### config.mk
export PLATFORM = sky130hd
export DESIGN_NAME = pst_ctrl
export DESIGN_NICKNAME = d
export VERILOG_FILES = /design/src/rtl/pst_pkg.sv /design/src/rtl/pst_ctrl.sv
export SDC_FILE = /design/constraint.sdc
export NUM_CORES = 1
export LEC_CHECK = 0
export ABC_AREA = 1
export BUFFER_PORTS_ARGS = -buffer_cell sky130_fd_sc_hd__buf_2
export CELL_PAD_IN_SITES_DETAIL_PLACEMENT = 1
export CELL_PAD_IN_SITES_GLOBAL_PLACEMENT = 2
export CORE_ASPECT_RATIO = 0.8
export CORE_MARGIN = 2
export CORE_UTILIZATION = 28
export CTS_CLUSTER_SIZE = 25
export DETAILED_ROUTE_END_ITERATION = 16
export GPL_ROUTABILITY_DRIVEN = 0
export PLACE_DENSITY = 0.9
export SYNTH_ARGS = -nofsm -noshare
export SYNTH_HDL_FRONTEND = slang
export SYNTH_SLANG_ARGS = --single-unit
### constraint.sdc
create_clock -name clk -period 2.7 [get_ports clk]
set_clock_uncertainty 0.15 [all_clocks]
set_input_delay 0.135 -clock clk [delete_from_list [all_inputs] [get_ports clk]]
set_output_delay 0.135 -clock clk [all_outputs]
set_load 0.1 [all_outputs]
### src/rtl/pst_pkg.sv
package pst_pkg;

	// fixed field widths
	localparam int unsigned POS_W      = 32;
	localparam int unsigned DIFF_W     = 33;
	localparam int unsigned SPEED_W    = 24;
	localparam int unsigned TSTEP_W    = 16;
	localparam int unsigned STEP_W     = 25;
	localparam int unsigned HEAD_W     = 16;
	localparam int unsigned RAD_W      = 66;
	localparam int unsigned ROOT_W     = 33;
	localparam int unsigned SQREM_W    = 35;
	localparam int unsigned NUM_W      = 59;
	localparam int unsigned CX_W       = 45;
	localparam int unsigned Z_W        = 28;
	localparam int unsigned CNT_W      = 6;
	localparam int unsigned ATAN_IDX_W = 5;
	localparam int unsigned ATAN_LEN   = 24;

	// last loop-counter values of the root and divide loops
	localparam logic [CNT_W-1:0] ROOT_LAST = 6'd32;
	localparam logic [CNT_W-1:0] DIV_LAST  = 6'd32;

	// angle constants, Q24 radians and Q3.13 radians
	localparam logic signed [Z_W-1:0]    PI_Q24   = 28'sd52707179;
	localparam logic [HEAD_W:0]          HEAD_MAX = 17'd25736;
	localparam int unsigned              HEAD_SH  = 11;
	localparam logic [Z_W-1:0]           HEAD_RND = 28'd1024;

	// step rounding
	localparam int unsigned TS_FRAC = 16;

	// configuration register indexes and reset values
	localparam logic REG_SPEED = 1'b0;
	localparam logic REG_TSTEP = 1'b1;
	localparam logic [SPEED_W-1:0] SPEED_RST = 24'd32768;
	localparam logic [TSTEP_W-1:0] TSTEP_RST = 16'd3277;

	localparam int unsigned CORDIC_STEPS_DEF = 16;

	typedef enum logic [2:0] {
		S_IDLE,
		S_SQ_X,
		S_SQ_Y,
		S_ROOT,
		S_DIVINIT,
		S_DIV,
		S_DONE
	} state_t;

	typedef struct packed {
		logic             load;
		logic             sq_x;
		logic             sq_y;
		logic             root_step;
		logic             cordic_step;
		logic             div_init;
		logic             div_step;
		logic             commit;
		logic [CNT_W-1:0] cnt;
	} cmd_t;

	typedef struct packed {
		logic zero;
		logic snap;
		logic out_free;
	} sts_t;

	// arctangent of 2^-i in Q24 radians
	function automatic logic [Z_W-1:0] atan_q24(input logic [ATAN_IDX_W-1:0] idx);
		logic [Z_W-1:0] v;
		case (idx)
			5'd0:  v = 28'd13176795;
			5'd1:  v = 28'd7778716;
			5'd2:  v = 28'd4110060;
			5'd3:  v = 28'd2086331;
			5'd4:  v = 28'd1047214;
			5'd5:  v = 28'd524117;
			5'd6:  v = 28'd262123;
			5'd7:  v = 28'd131069;
			5'd8:  v = 28'd65536;
			5'd9:  v = 28'd32768;
			5'd10: v = 28'd16384;
			5'd11: v = 28'd8192;
			5'd12: v = 28'd4096;
			5'd13: v = 28'd2048;
			5'd14: v = 28'd1024;
			5'd15: v = 28'd512;
			5'd16: v = 28'd256;
			5'd17: v = 28'd128;
			5'd18: v = 28'd64;
			5'd19: v = 28'd32;
			5'd20: v = 28'd16;
			5'd21: v = 28'd8;
			5'd22: v = 28'd4;
			5'd23: v = 28'd2;
			default: v = '0;
		endcase
		return v;
	endfunction

endpackage

### src/rtl/pst_ctrl.sv
module pst_ctrl #(
	parameter int unsigned CORDIC_STEPS = pst_pkg::CORDIC_STEPS_DEF
) (
	input  logic          clk,
	input  logic          arst_n,
	input  logic          in_valid,
	output logic          in_ready,
	input  pst_pkg::sts_t sts,
	output pst_pkg::cmd_t cmd
);

	pst_pkg::state_t state_q, state_d;
	logic [pst_pkg::CNT_W-1:0] cnt_q;

	// state register and loop counter
	always_ff @(posedge clk or negedge arst_n) begin
		if (!arst_n) begin
			state_q <= pst_pkg::S_IDLE;
			cnt_q   <= '0;
		end else begin
			state_q <= state_d;
			if (state_d != state_q)
				cnt_q <= '0;
			else if (state_q == pst_pkg::S_ROOT || state_q == pst_pkg::S_DIV)
				cnt_q <= cnt_q + 1'b1;
		end
	end

	// next state
	always_comb begin
		state_d = state_q;
		case (state_q)
			pst_pkg::S_IDLE:    if (in_valid) state_d = pst_pkg::S_SQ_X;
			pst_pkg::S_SQ_X:    state_d = sts.zero ? pst_pkg::S_DONE : pst_pkg::S_SQ_Y;
			pst_pkg::S_SQ_Y:    state_d = pst_pkg::S_ROOT;
			pst_pkg::S_ROOT:    if (cnt_q == pst_pkg::ROOT_LAST) state_d = pst_pkg::S_DIVINIT;
			pst_pkg::S_DIVINIT: state_d = sts.snap ? pst_pkg::S_DONE : pst_pkg::S_DIV;
			pst_pkg::S_DIV:     if (cnt_q == pst_pkg::DIV_LAST) state_d = pst_pkg::S_DONE;
			pst_pkg::S_DONE:    if (sts.out_free) state_d = pst_pkg::S_IDLE;
			default:            state_d = pst_pkg::S_IDLE;
		endcase
	end

	// commands to the datapath
	always_comb begin
		in_ready        = (state_q == pst_pkg::S_IDLE);
		cmd             = '0;
		cmd.cnt         = cnt_q;
		cmd.load        = (state_q == pst_pkg::S_IDLE) && in_valid;
		cmd.sq_x        = (state_q == pst_pkg::S_SQ_X);
		cmd.sq_y        = (state_q == pst_pkg::S_SQ_Y);
		cmd.root_step   = (state_q == pst_pkg::S_ROOT);
		cmd.cordic_step = (state_q == pst_pkg::S_ROOT) &&
			(32'(cnt_q) < CORDIC_STEPS);
		cmd.div_init    = (state_q == pst_pkg::S_DIVINIT);
		cmd.div_step    = (state_q == pst_pkg::S_DIV);
		cmd.commit      = (state_q == pst_pkg::S_DONE) && sts.out_free;
	end

	// loop counter stays within the longest loop
	a_cnt_bound: assert property (@(posedge clk) disable iff (!arst_n)
		cnt_q <= pst_pkg::ROOT_LAST)
		else $error("loop counter overrun");

	// a beat is taken only with the machine idle, and it starts work
	a_load_start: assert property (@(posedge clk) disable iff (!arst_n)
		cmd.load |=> state_q == pst_pkg::S_SQ_X)
		else $error("load did not start work");

	// commit returns to idle
	a_commit_idle: assert property (@(posedge clk) disable iff (!arst_n)
		cmd.commit |=> state_q == pst_pkg::S_IDLE)
		else $error("commit did not return to idle");

endmodule

# Yosys cells after proc, flatten, opt, wreduce, memory -nomap -nowiden
# Cells that the tools add are included.
# op_classes
n_addsub,1
order_cmp,1
n_eq_ne,8
mux,9
n_reduce_logical,6
# op_table
op,count
3-bit one-hot mux with 7 select lines,1
3-bit two-way mux,5
6-bit two-way mux,2
"3-bit == test, second input constant",3
"6-bit by 1-bit adder with 6-bit output, second input constant",1
"3-bit by 2-bit == test with 1-bit output, second input constant",2
"6-bit == test, second input constant",1
"6-bit by 5-bit < comparator with 1-bit output, second input constant",1
"3-bit by 1-bit == test with 1-bit output, second input constant",1
1-bit logical AND,3
3-bit logical NOT,1
3-bit != test,1
2-bit two-way mux,1
2-bit nonzero test,1
1-bit logical OR,1
# totals
register_bits,9
in_bits,6
output_inout_bits,15
wordCells,27

# Longest topological paths before layout
# Gate-level depths: netlist of run 1.
# logic_depth
word_depth,5
depth_mapped,10
mapped_depth_nobuf,10

# Worst setup path before layout of run 1
# Ideal clock, no wire load.
# synth_timing
kind,flip-flop to output port
from,reg cnt_q[4] (netlist bit)
to,out cmd[9] (netlist bit)
t_arrival_ns,2.984
required_ns,2.415
path_slack_ns,-0.569
path_stages_with_launch,2
path_cell_list,dfrtp_1 -> nor3_1
# synth_rtl
element,line_no,text
start: declaration,pst_ctrl.sv:13,logic [pst_pkg::CNT_W-1:0] cnt_q;
start signal: assignment,pst_ctrl.sv:25,cnt_q <= cnt_q + 1'b1;
end: declaration,pst_ctrl.sv:9,output pst_pkg::cmd_t cmd

==> results of run 1 <==
[layout make-up]
| class | instances | area, sq um | area share |
|---|---|---|---|
| clock buffers | 4 | 26.3 | 0.0336 |
| inverters | 15 | 58.8 | 0.0752 |
| multi-input cells | 56 | 330 | 0.422 |
| flip-flops and latches | 9 | 225 | 0.288 |
| well taps | 25 | 31.3 | 0.0400 |
| repair buffers | 21 | 110 | 0.141 |
[layer usage]
metal,vias up,share of wire,GRT usage
li1,304,-,-
met1,294,0.47,0.188
met2,10,0.48,0.205
met3,2,0.044,0.0309
met4,0,0.0052,0.0558
met5,-,0,0
[final timing paths]
check,startpoint,end,cells after the start
setup / recovery,state_q[0],cmd[9],3
hold / removal,in_valid,state_q[0],3
setup reg to reg,cnt_q[0],cnt_q[2],10
hold reg to reg,cnt_q[5],cnt_q[5],2
max in group asynchronous,arst_n,cnt_q[3],2
min in group asynchronous,arst_n,cnt_q[5],2
[cell usage after synthesis]
master	count	share of area
and3_2	1	0.012
nand2_2	3	0.030
a21oi_1	2	0.016
o211ai_1	1	0.012
nor2_2	2	0.020
dfrtp_1	9	0.36
nor3_1	2	0.016
nand3_1	11	0.087
clkbuf_8	1	0.022
xor2_1	4	0.056
ha_1	2	0.040
inv_1	12	0.072
inv_2	2	0.012
inv_4	1	0.0099
xnor2_1	1	0.014
nand4_1	1	0.0099
a21oi_2	1	0.014
nor2_1	13	0.078
nand3_2	3	0.048
nand2_1	7	0.042
buf_6	1	0.018
o21ai_0	2	0.016
[worst max-delay path: cells and delay by family (launching register included)]
family                 cells  cell delay, ns
buffers and inverters      1            0.44
flip-flops                 1            0.56
AND/OR/NAND/NOR            2            0.34
[through the flow]
stage | instances | instance area (sq um)
3_3_place_gp | 125 | 746
5_1_grt | 130 | 782
4_1_cts | 130 | 782
6_report | 130 | 782
3_5_place_dp | 125 | 746
2_1_floorplan | 82 | 639
[flip-flops by register name, summed over array words and instances, names as in the netlist]
signal and cells:
cnt_q 6, state_q 3
[cell families after synthesis]
group,Yosys count,synth area share
adders and majority gates,2,0.0398
xor gates and xnor gates,5,0.0696
buffers and inverters,17,0.133
and+or+nand+nor,43,0.342
AOI/OAI and AO/OA,6,0.0577
DFF,9,0.358
==> summary.txt, run 1 <==
Setup WS pre-CTS - 0.918 ns
Routed Wire Length - 1.55 mm
TritonCTS clock tree - built
Largest net degree at the start of global routing - 10
FF-to-FF setup slack - 0.91 ns
CP max-delay cell - dfrtp_1
Slew Limit Fails - 0
Endpoints failing hold - 0
Critical Path Max Stage Delay - 0.56 ns
WP data arrival - 1.59 ns
Die H - 46.4 um
H-tree Lvls - 1
Max Clk Rate - 534 MHz
Register area share after synthesis - 0.358
Number of synthesized register bits - 9
Mean Syn Cell Area - 7.68 sq um
Drt wl/cell - 11.9 um
Via density - 4.69
RSZ-0062 raised after global routing - no
Core ar. - 2140 sq um
Req. time, crit path - 2.41 ns
Iter 0 DRT Violations - 3
Commonest non-fill, non-tap cells in the layout - 20 x buf_2, 13 x nor2_1, 12 x inv_1, 11 x nand3_1, 9 x dfrtp_1
Inserted Clock Buffers - 3
Vias - 610
Buffers on Ports - 20
Synthesized area - 629 sq um
Die area - 2650 sq um
Number of global-route vias before repair - 619
Warnings, synthesis - 0
GRT Util Overall - 0.136
Gr ovfl total - 0
Clock Pin Slew Worst Setup and Hold Paths - 0.06 ns
Filler cells - 277
Drt drc - 0
Most common cell after layout, fill and taps aside - buf_2
Hold Slack - 0.0469 ns
Area grow syn2layout - 24.3%
Status - finished clean
Clock latency on the worst-skew pair - 0.25 ns
Die width - 57.0 um
Antenna diode count - 0
Setup crit end kind - output pin
Initial antenna violation count - 0
Gate Count Post-Synth - 82
Hold-fix buffers at CTS - 1
Worst Tran Pin Value - 0.487 ns
Setup Crit Path Kind - reg2out
Post-layout min period - 1.87 ns
CP Cell Sequence - nand3_2 > nor3_2 > buf_2
Max Cap Viol - 0
Clock Root Buffer - clkbuf_4
Setup TNS - 0 ns
Final net count - 114
Sink Count - 9
Period Utilization, post-route - 0.694
Detailed-router iteration count before antenna repair - 4
Ratio of cells with drive above 1 in the final layout - 0.362
Slew HR - 0.678
CTS-repair resized insts - 0
Critical path startpoint category - flop
Post-CTS Setup Inserts - 0
Post-DP HPWL - 1.34 mm
Final worst slack - 0.826 ns
Synth Net Count - 90
Initial Util - 0.294
Max FO, Critical Path - 9
# rows - 15
CTS max path bufs - 2
Worst hold path class - in2reg
Distinct cells, synth - 22
Post-layout util - 0.365
First-pass GRT wire length - 2.70 mm
Top Ports - 21
Routed Antenna Nets - 0
Setup-failing EPs final - 0
Power of run 1 is left out: the tool's default activity adds up to more than one toggle a clock period on the data nets, which glitch-free logic cannot reach.
==> run 2, diff against run 1 <==
- CORE_UTILIZATION: 28 -> 23
- PLACE_DENSITY: 0.9 -> 0.8
- clock period: 2.7 -> 1.6 ns (I/O delays scaled with it)
==> run 2 against run 1 <==
Compared with the run above:
- the flow now finishes with violations (setup timing)
- global-route usage grew 3.5 points
- sequential share of layout area fell by 12 points
- via count rose by 26%
- critical endpoint is now cnt_q[2]
- largest cell class is now buffers
==> summary.txt, run 2 (synthesized netlist as in run 1, its figures left out) <==
Status - finished, violations left (was finished clean)
Violated checks - setup timing
Buffers on Ports - 20 (unchanged)
Die area - 3170 sq um (was 2650 sq um)
Slew HR - 0.672 (was 0.678)
Drt drc - 0 (unchanged)
Fin area - 1380 sq um (was 782 sq um)
Final net count - 145 (was 114)
Hold path start - sts[0] (was in_valid)
Max FO, Critical Path - 6 (was 9)
Iter 0 DRT Violations - 9 (was 3)
Number of global-route vias before repair - 829 (was 619)
Power per cell area - 2330 nW/um^2
Setup WS pre-CTS - -0.143 ns (was 0.918 ns)
Ratio of cells with drive above 1 in the final layout - 0.706 (was 0.362)
First-pass GRT wire length - 4.06 mm (was 2.70 mm)
Largest registers - cnt_q x6, state_q x3 (unchanged)
Filler cells - 292 (was 277)
Clock Pin Slew Worst Setup and Hold Paths - 0.07 ns (was 0.06 ns)
Die H - 50.8 um (was 46.4 um)
Drt wl/cell - 17.0 um (was 11.9 um)
Top Ports - 21 (unchanged)
Die width - 62.5 um (was 57.0 um)
Via density - 4.48 (was 4.69)
Vias - 770 (was 610)
Net Sw Power - 1.79 mW
Switching part of the total power - 0.559
Hold Path Stages - 4 (was 3)
Clock power share - 0.058
Most common cell after layout, fill and taps aside - buf_4 (was buf_2)
Initial Util - 0.250 (was 0.294)
Inserted Clock Buffers - 3 (unchanged)
Reg power frac - 0.123
Hold endpoint - state_q[1] (was state_q[0])
Clock Root Buffer - clkbuf_4 (unchanged)
Critical Path Max Stage Delay - 0.49 ns (was 0.56 ns)
Commonest non-fill, non-tap cells in the layout - 21 x buf_4, 11 x buf_2, 9 x buf_12, 9 x buf_6, 8 x inv_1 (was 20 x buf_2, 13 x nor2_1, 12 x inv_1, 11 x nand3_1, 9 x dfrtp_1)
Biggest register - cnt_q (unchanged)
Routed Wire Length - 2.92 mm (was 1.55 mm)
Clock latency on the worst-skew pair - 0.26 ns (was 0.25 ns)
Setup Crit Path Kind - reg2reg (was reg2out)
Number of flip-flops under the largest register name - 6 (unchanged)
Setup TNS - -1.03 ns (was 0 ns)
Critical path startpoint category - flop (unchanged)
Endpoints failing hold - 0 (unchanged)
Detailed-router iteration count before antenna repair - 4 (unchanged)
Area grow syn2layout - 119% (was 24.3%)
Setup crit end kind - flop (was output pin)
R2R cell count - 10 (unchanged)
Internal power - 1.41 mW
Req. time, crit path - 1.64 ns (was 2.41 ns)
Max Cap Viol - 0 (unchanged)
Routed Antenna Nets - 0 (unchanged)
Worst Tran Pin Value - 0.495 ns (was 0.487 ns)
Gr ovfl total - 0 (unchanged)
Period Utilization, post-route - 1.12
Pleak - 0.619 nW
Placed Area - 1120 sq um (was 746 sq um)
Slew Limit Fails - 0 (unchanged)
FF-to-FF setup slack - -0.19 ns (was 0.91 ns)
Worst vdd ir - 998 uV
CP Cell Sequence - inv_4 > ha_4 > nand3_4 > nor2_4 > nor2_2 > nor2_2 > nand2_2 > nand2_2 > nand3_4 > nor2_2 (was nand3_2 > nor3_2 > buf_2)
Post-layout min period - 1.79 ns
CTS max path bufs - 2 (unchanged)
GRT Util Overall - 0.171 (was 0.136)
Comb power frac - 0.819
Antenna diode count - 0 (unchanged)
CP max-delay cell - dfrtp_4 (was dfrtp_1)
Sink Count - 9 (unchanged)
Largest net degree at the start of global routing - 10 (unchanged)
Worst hold path class - in2reg (unchanged)
Post-DP HPWL - 1.64 mm (was 1.34 mm)
# rows - 16 (was 15)
Core ar. - 2520 sq um (was 2140 sq um)
Final worst slack - -0.194 ns (was 0.826 ns)
TritonCTS clock tree - built (unchanged)
RSZ-0062 raised after global routing - yes (was no)
Reg2Reg Launch Point - cnt_q[0] (unchanged)
H-tree Lvls - 1 (unchanged)
Cell repeated most along the worst path - nor2_2
Setup-failing EPs final - 9 (was 0)
Initial antenna violation count - 0 (unchanged)
Max Clk Rate - 558 MHz
Reg2reg end - cnt_q[2] (unchanged)
WP data arrival - 1.83 ns (was 1.59 ns)
run 2: power by group through the flow:
stage	combinational [mW]	sequential [mW]	clock, mW
after floorplan	1.30	0.426	0
after global placement	2.05	0.383	0
after detailed placement	2.09	0.380	0
after CTS	2.33	0.382	0.189
after global routing	2.74	0.403	0.207
final	2.62	0.394	0.185
run 2: how the worst max path moves through the flow:
stage	startpoint	end
after global placement	state_q[0]	cnt_q[1]
final	cnt_q[0]	cnt_q[2]
after floorplan	state_q[0]	cnt_q[0]
after detailed placement	cnt_q[0]	cnt_q[1]
after CTS	cnt_q[0]	cnt_q[0]
after global routing	state_q[2]	cnt_q[2]
run 2: what timing repair did:
action,in CTS,in global routing
setup endpoints to repair,13,15
resized for setup,22,18
pin swaps,5,5
cloned,0,0
hold buffers,2,0
hold endpoints to repair,10,0
setup buffers,5,4
run 2: cell type report:
type / instances / area, sq um / area share
Clock buffer: 4 / 26.3 / 0.0191
Inverter: 15 / 70.1 / 0.0509
Multi-Input combinational cell: 56 / 483 / 0.351
Sequential cell: 9 / 238 / 0.173
Tap cell: 36 / 45.0 / 0.0327
Timing Repair Buffer: 52 / 514 / 0.374
run 2: worst max-delay path, delay by kind of cell (launching register included):
family / cells / cell delay (ns)
adder cells (fa/ha/maj): 1 / 0.13
buffers and inverters: 1 / 0.07
flip-flops: 1 / 0.49
AND/OR/NAND/NOR: 8 / 0.84
run 2: through the flow:
stage,power (mW),hold WS [ns],instances,util
floorplan,1.72,-0.366,82,-
global placement,2.43,-0.206,158,0.444
detailed placement,2.47,-0.201,158,0.444
CTS,2.90,0.0425,168,0.509
global route,3.35,0.0536,172,0.546
finish,3.20,0.0482,172,0.546
run 2: routing by layer:
| metal | vias to the layer above | global-route usage | routed length (um) |
|---|---|---|---|
| li1 | 371 | - | - |
| met1 | 375 | 0.211 | 1320 |
| met2 | 16 | 0.294 | 1430 |
| met3 | 8 | 0.0493 | 94 |
| met4 | 0 | 0.0444 | 72 |
| met5 | - | 0 | 0 |
Power figures use the tool's default switching activity.
==> run 3, diff against run 2 <==
- CORE_UTILIZATION: 23 -> 25
- CTS_BUF_LIST: not set -> sky130_fd_sc_hd__clkbuf_4
- PLACE_DENSITY: 0.8 -> 0.85
==> run 3 against run 2 <==
Compared with the run above:
- the flow still finishes with violations (setup timing)
- total power increased by 2.7%
- non-clock buffer count increased by 5
- utilization increased by 4.5 points
- register-to-register slack about the same
- clock power increased by 7%
- worst hold slack improved by 0.0016 ns
- design area increased by 3.9%
- final cell count increased by 2.9%
- critical path type unchanged
- highest routed layer unchanged
==> summary.txt, run 3 (synthesized netlist as in run 1, its figures left out) <==
Core ar. - 2420 sq um (was 2520 sq um)
Worst setup path endpoint - cnt_q[4] (was cnt_q[2])
Post-layout min period - 1.80 ns (was 1.79 ns)
CP bufs+invs - 3 (was 1)
Clock Pin Slew Worst Setup and Hold Paths - 0.07 ns (about the same)
Clock latency on the worst-skew pair - 0.27 ns (was 0.26 ns)
Top Ports - 21 (unchanged)
TritonCTS clock tree - built (unchanged)
Status - finished, violations left (unchanged)
Initial Util - 0.260 (was 0.250)
Commonest non-fill, non-tap cells in the layout - 25 x buf_4, 11 x buf_6, 10 x buf_2, 9 x buf_12 (was 21 x buf_4, 11 x buf_2, 9 x buf_12, 9 x buf_6, 8 x inv_1)
Routed Antenna Nets - 0 (unchanged)
Number of global-route vias before repair - 801 (was 829)
Final worst slack - -0.198 ns (was -0.194 ns)
Pleak - 0.646 nW (was 0.619 nW)
Gr ovfl total - 0 (unchanged)
Req. time, crit path - 1.61 ns (was 1.64 ns)
Power per cell area - 2300 nW/um^2 (was 2330 nW/um^2)
Post-DP HPWL - 1.67 mm (was 1.64 mm)
Vias - 799 (was 770)
RSZ-0062 raised after global routing - yes (unchanged)
Buffers on Ports - 20 (unchanged)
Routed Wire Length - 3.03 mm (was 2.92 mm)
Critical Path Max Stage Delay - 0.49 ns (about the same)
Setup TNS - -1.40 ns (was -1.03 ns)
R2R cell count - 7 (was 10)
Worst vdd ir - 1140 uV (was 998 uV)
First-pass GRT wire length - 4.11 mm (was 4.06 mm)
Fin area - 1430 sq um (was 1380 sq um)
Reg2Reg Launch Point - cnt_q[0] (unchanged)
Slew Limit Fails - 0 (unchanged)
Setup crit end kind - flop (unchanged)
Most common cell after layout, fill and taps aside - buf_4 (unchanged)
GRT Util Overall - 0.191 (was 0.171)
Setup-failing EPs final - 11 (was 9)
Reg2reg end - cnt_q[4] (was cnt_q[2])
Placed Area - 1110 sq um (was 1120 sq um)
Final net count - 150 (was 145)
Violated checks - setup timing (unchanged)
Die width - 60.1 um (was 62.5 um)
CP startpoint - cnt_q[0] (unchanged)
Largest registers - cnt_q x6, state_q x3 (unchanged)
FF-to-FF setup slack - -0.20 ns (was -0.19 ns)
Number of flip-flops under the largest register name - 6 (unchanged)
Endpoints failing hold - 0 (unchanged)
Antenna diode count - 0 (unchanged)
Max FO, Critical Path - 3 (was 6)
Critical path startpoint category - flop (unchanged)
Inserted Clock Buffers - 3 (unchanged)
Max Clk Rate - 556 MHz (was 558 MHz)
Hold Slack - 0.0499 ns (was 0.0482 ns)
Ratio of cells with drive above 1 in the final layout - 0.738 (was 0.706)
CP delay by family, top - flip-flops (was simple AND/OR/NAND/NOR gates)
Setup Crit Path Kind - reg2reg (unchanged)
Drt drc - 0 (unchanged)
# rows - 16 (unchanged)
Max Cap Viol - 0 (unchanged)
H-tree Lvls - 1 (unchanged)
Slew HR - 0.663 (was 0.672)
Period Utilization, post-route - 1.12 (about the same)
Area grow syn2layout - 127% (was 119%)
Worst Tran Pin Value - 0.509 ns (was 0.495 ns)
Via density - 4.51 (was 4.48)
Iter 0 DRT Violations - 31 (was 9)
CP max-delay cell - dfrtp_4 (unchanged)
Largest net degree at the start of global routing - 10 (unchanged)
CTS max path bufs - 2 (unchanged)
Detailed-router iteration count before antenna repair - 4 (unchanged)
WP data arrival - 1.81 ns (was 1.83 ns)
Initial antenna violation count - 0 (unchanged)
Drt wl/cell - 17.1 um (was 17.0 um)
Die area - 2940 sq um (was 3170 sq um)
Hold path start - sts[2] (was sts[0])
Die H - 48.9 um (was 50.8 um)
Stages on the worst setup path - 7 (was 10)
Worst hold path class - in2reg (unchanged)
Cell repeated most along the worst path - buf_4 (was nor2_2)
Sink Count - 9 (unchanged)
Biggest register - cnt_q (unchanged)
CP Cell Sequence - buf_4 > buf_4 > buf_4 > ha_1 > nand4_1 > xor2_2 > nor2_4 (was inv_4 > ha_4 > nand3_4 > nor2_4 > nor2_2 > nor2_2 > nand2_2 > nand2_2 > nand3_4 > nor2_2)
Clock Root Buffer - clkbuf_4 (unchanged)
[run 3: how the worst min path moves through the flow]
stage / end / slack (ns) / cells past startpoint
6_report: state_q[2] / 0.05 / 5
5_1_grt: cnt_q[3] / 0.07 / 2
4_1_cts: state_q[2] / 0.02 / 5
3_5_place_dp: cnt_q[3] / -0.20 / 1
3_3_place_gp: state_q[2] / -0.20 / 1
2_1_floorplan: cnt_q[1] / -0.37 / 0
[run 3: metal layers]
| layer | GRT usage | part of all wire |
|---|---|---|
| met1 | 0.261 | 0.45 |
| met2 | 0.293 | 0.49 |
| met3 | 0.0557 | 0.030 |
| met4 | 0.0444 | 0.025 |
| met5 | 0 | 0 |
[run 3: where the power goes]
part	internal, mW	total (mW)	switching, mW
Combinational	1.08	2.67	1.59
Sequential	0.293	0.418	0.125
Clock	0.113	0.198	0.0845
[run 3: what timing repair did]
action                                 CTS  global route
setup buffers                            7             7
endpoints found under the hold margin   10             0
gates resized for setup                 21            24
pin swaps                                3            10
setup endpoints to repair               13            15
hold buffers                             2             0
[run 3: cell type report]
cell class                 count  area (sq um)
clock buffer                   4          30.0
fill                         280           992
inverter                      15          67.6
multi-input combinational     56           487
sequential                     9           239
tap                           36          45.0
timing repair buffer          57           562
[run 3: tightest hold or removal path, stage by stage]
cell	delay, ns
buf_2	0.09
nand3_1	0.08
nand2_1	0.06
nor2_1	0.04
o21ai_0	0.07
[run 3: metrics by stage]
| step | worst slack, ns | std cells | total power [mW] | utilization |
|---|---|---|---|---|
| finish | -0.198 | 177 | 3.29 | 0.590 |
| global route | -0.292 | 177 | 3.44 | 0.590 |
| global placement | -0.0656 | 157 | 2.40 | 0.460 |
| detailed placement | -0.154 | 157 | 2.44 | 0.460 |
| CTS | -0.115 | 170 | 2.89 | 0.530 |
| floorplan | -0.271 | 82 | 1.72 | - |
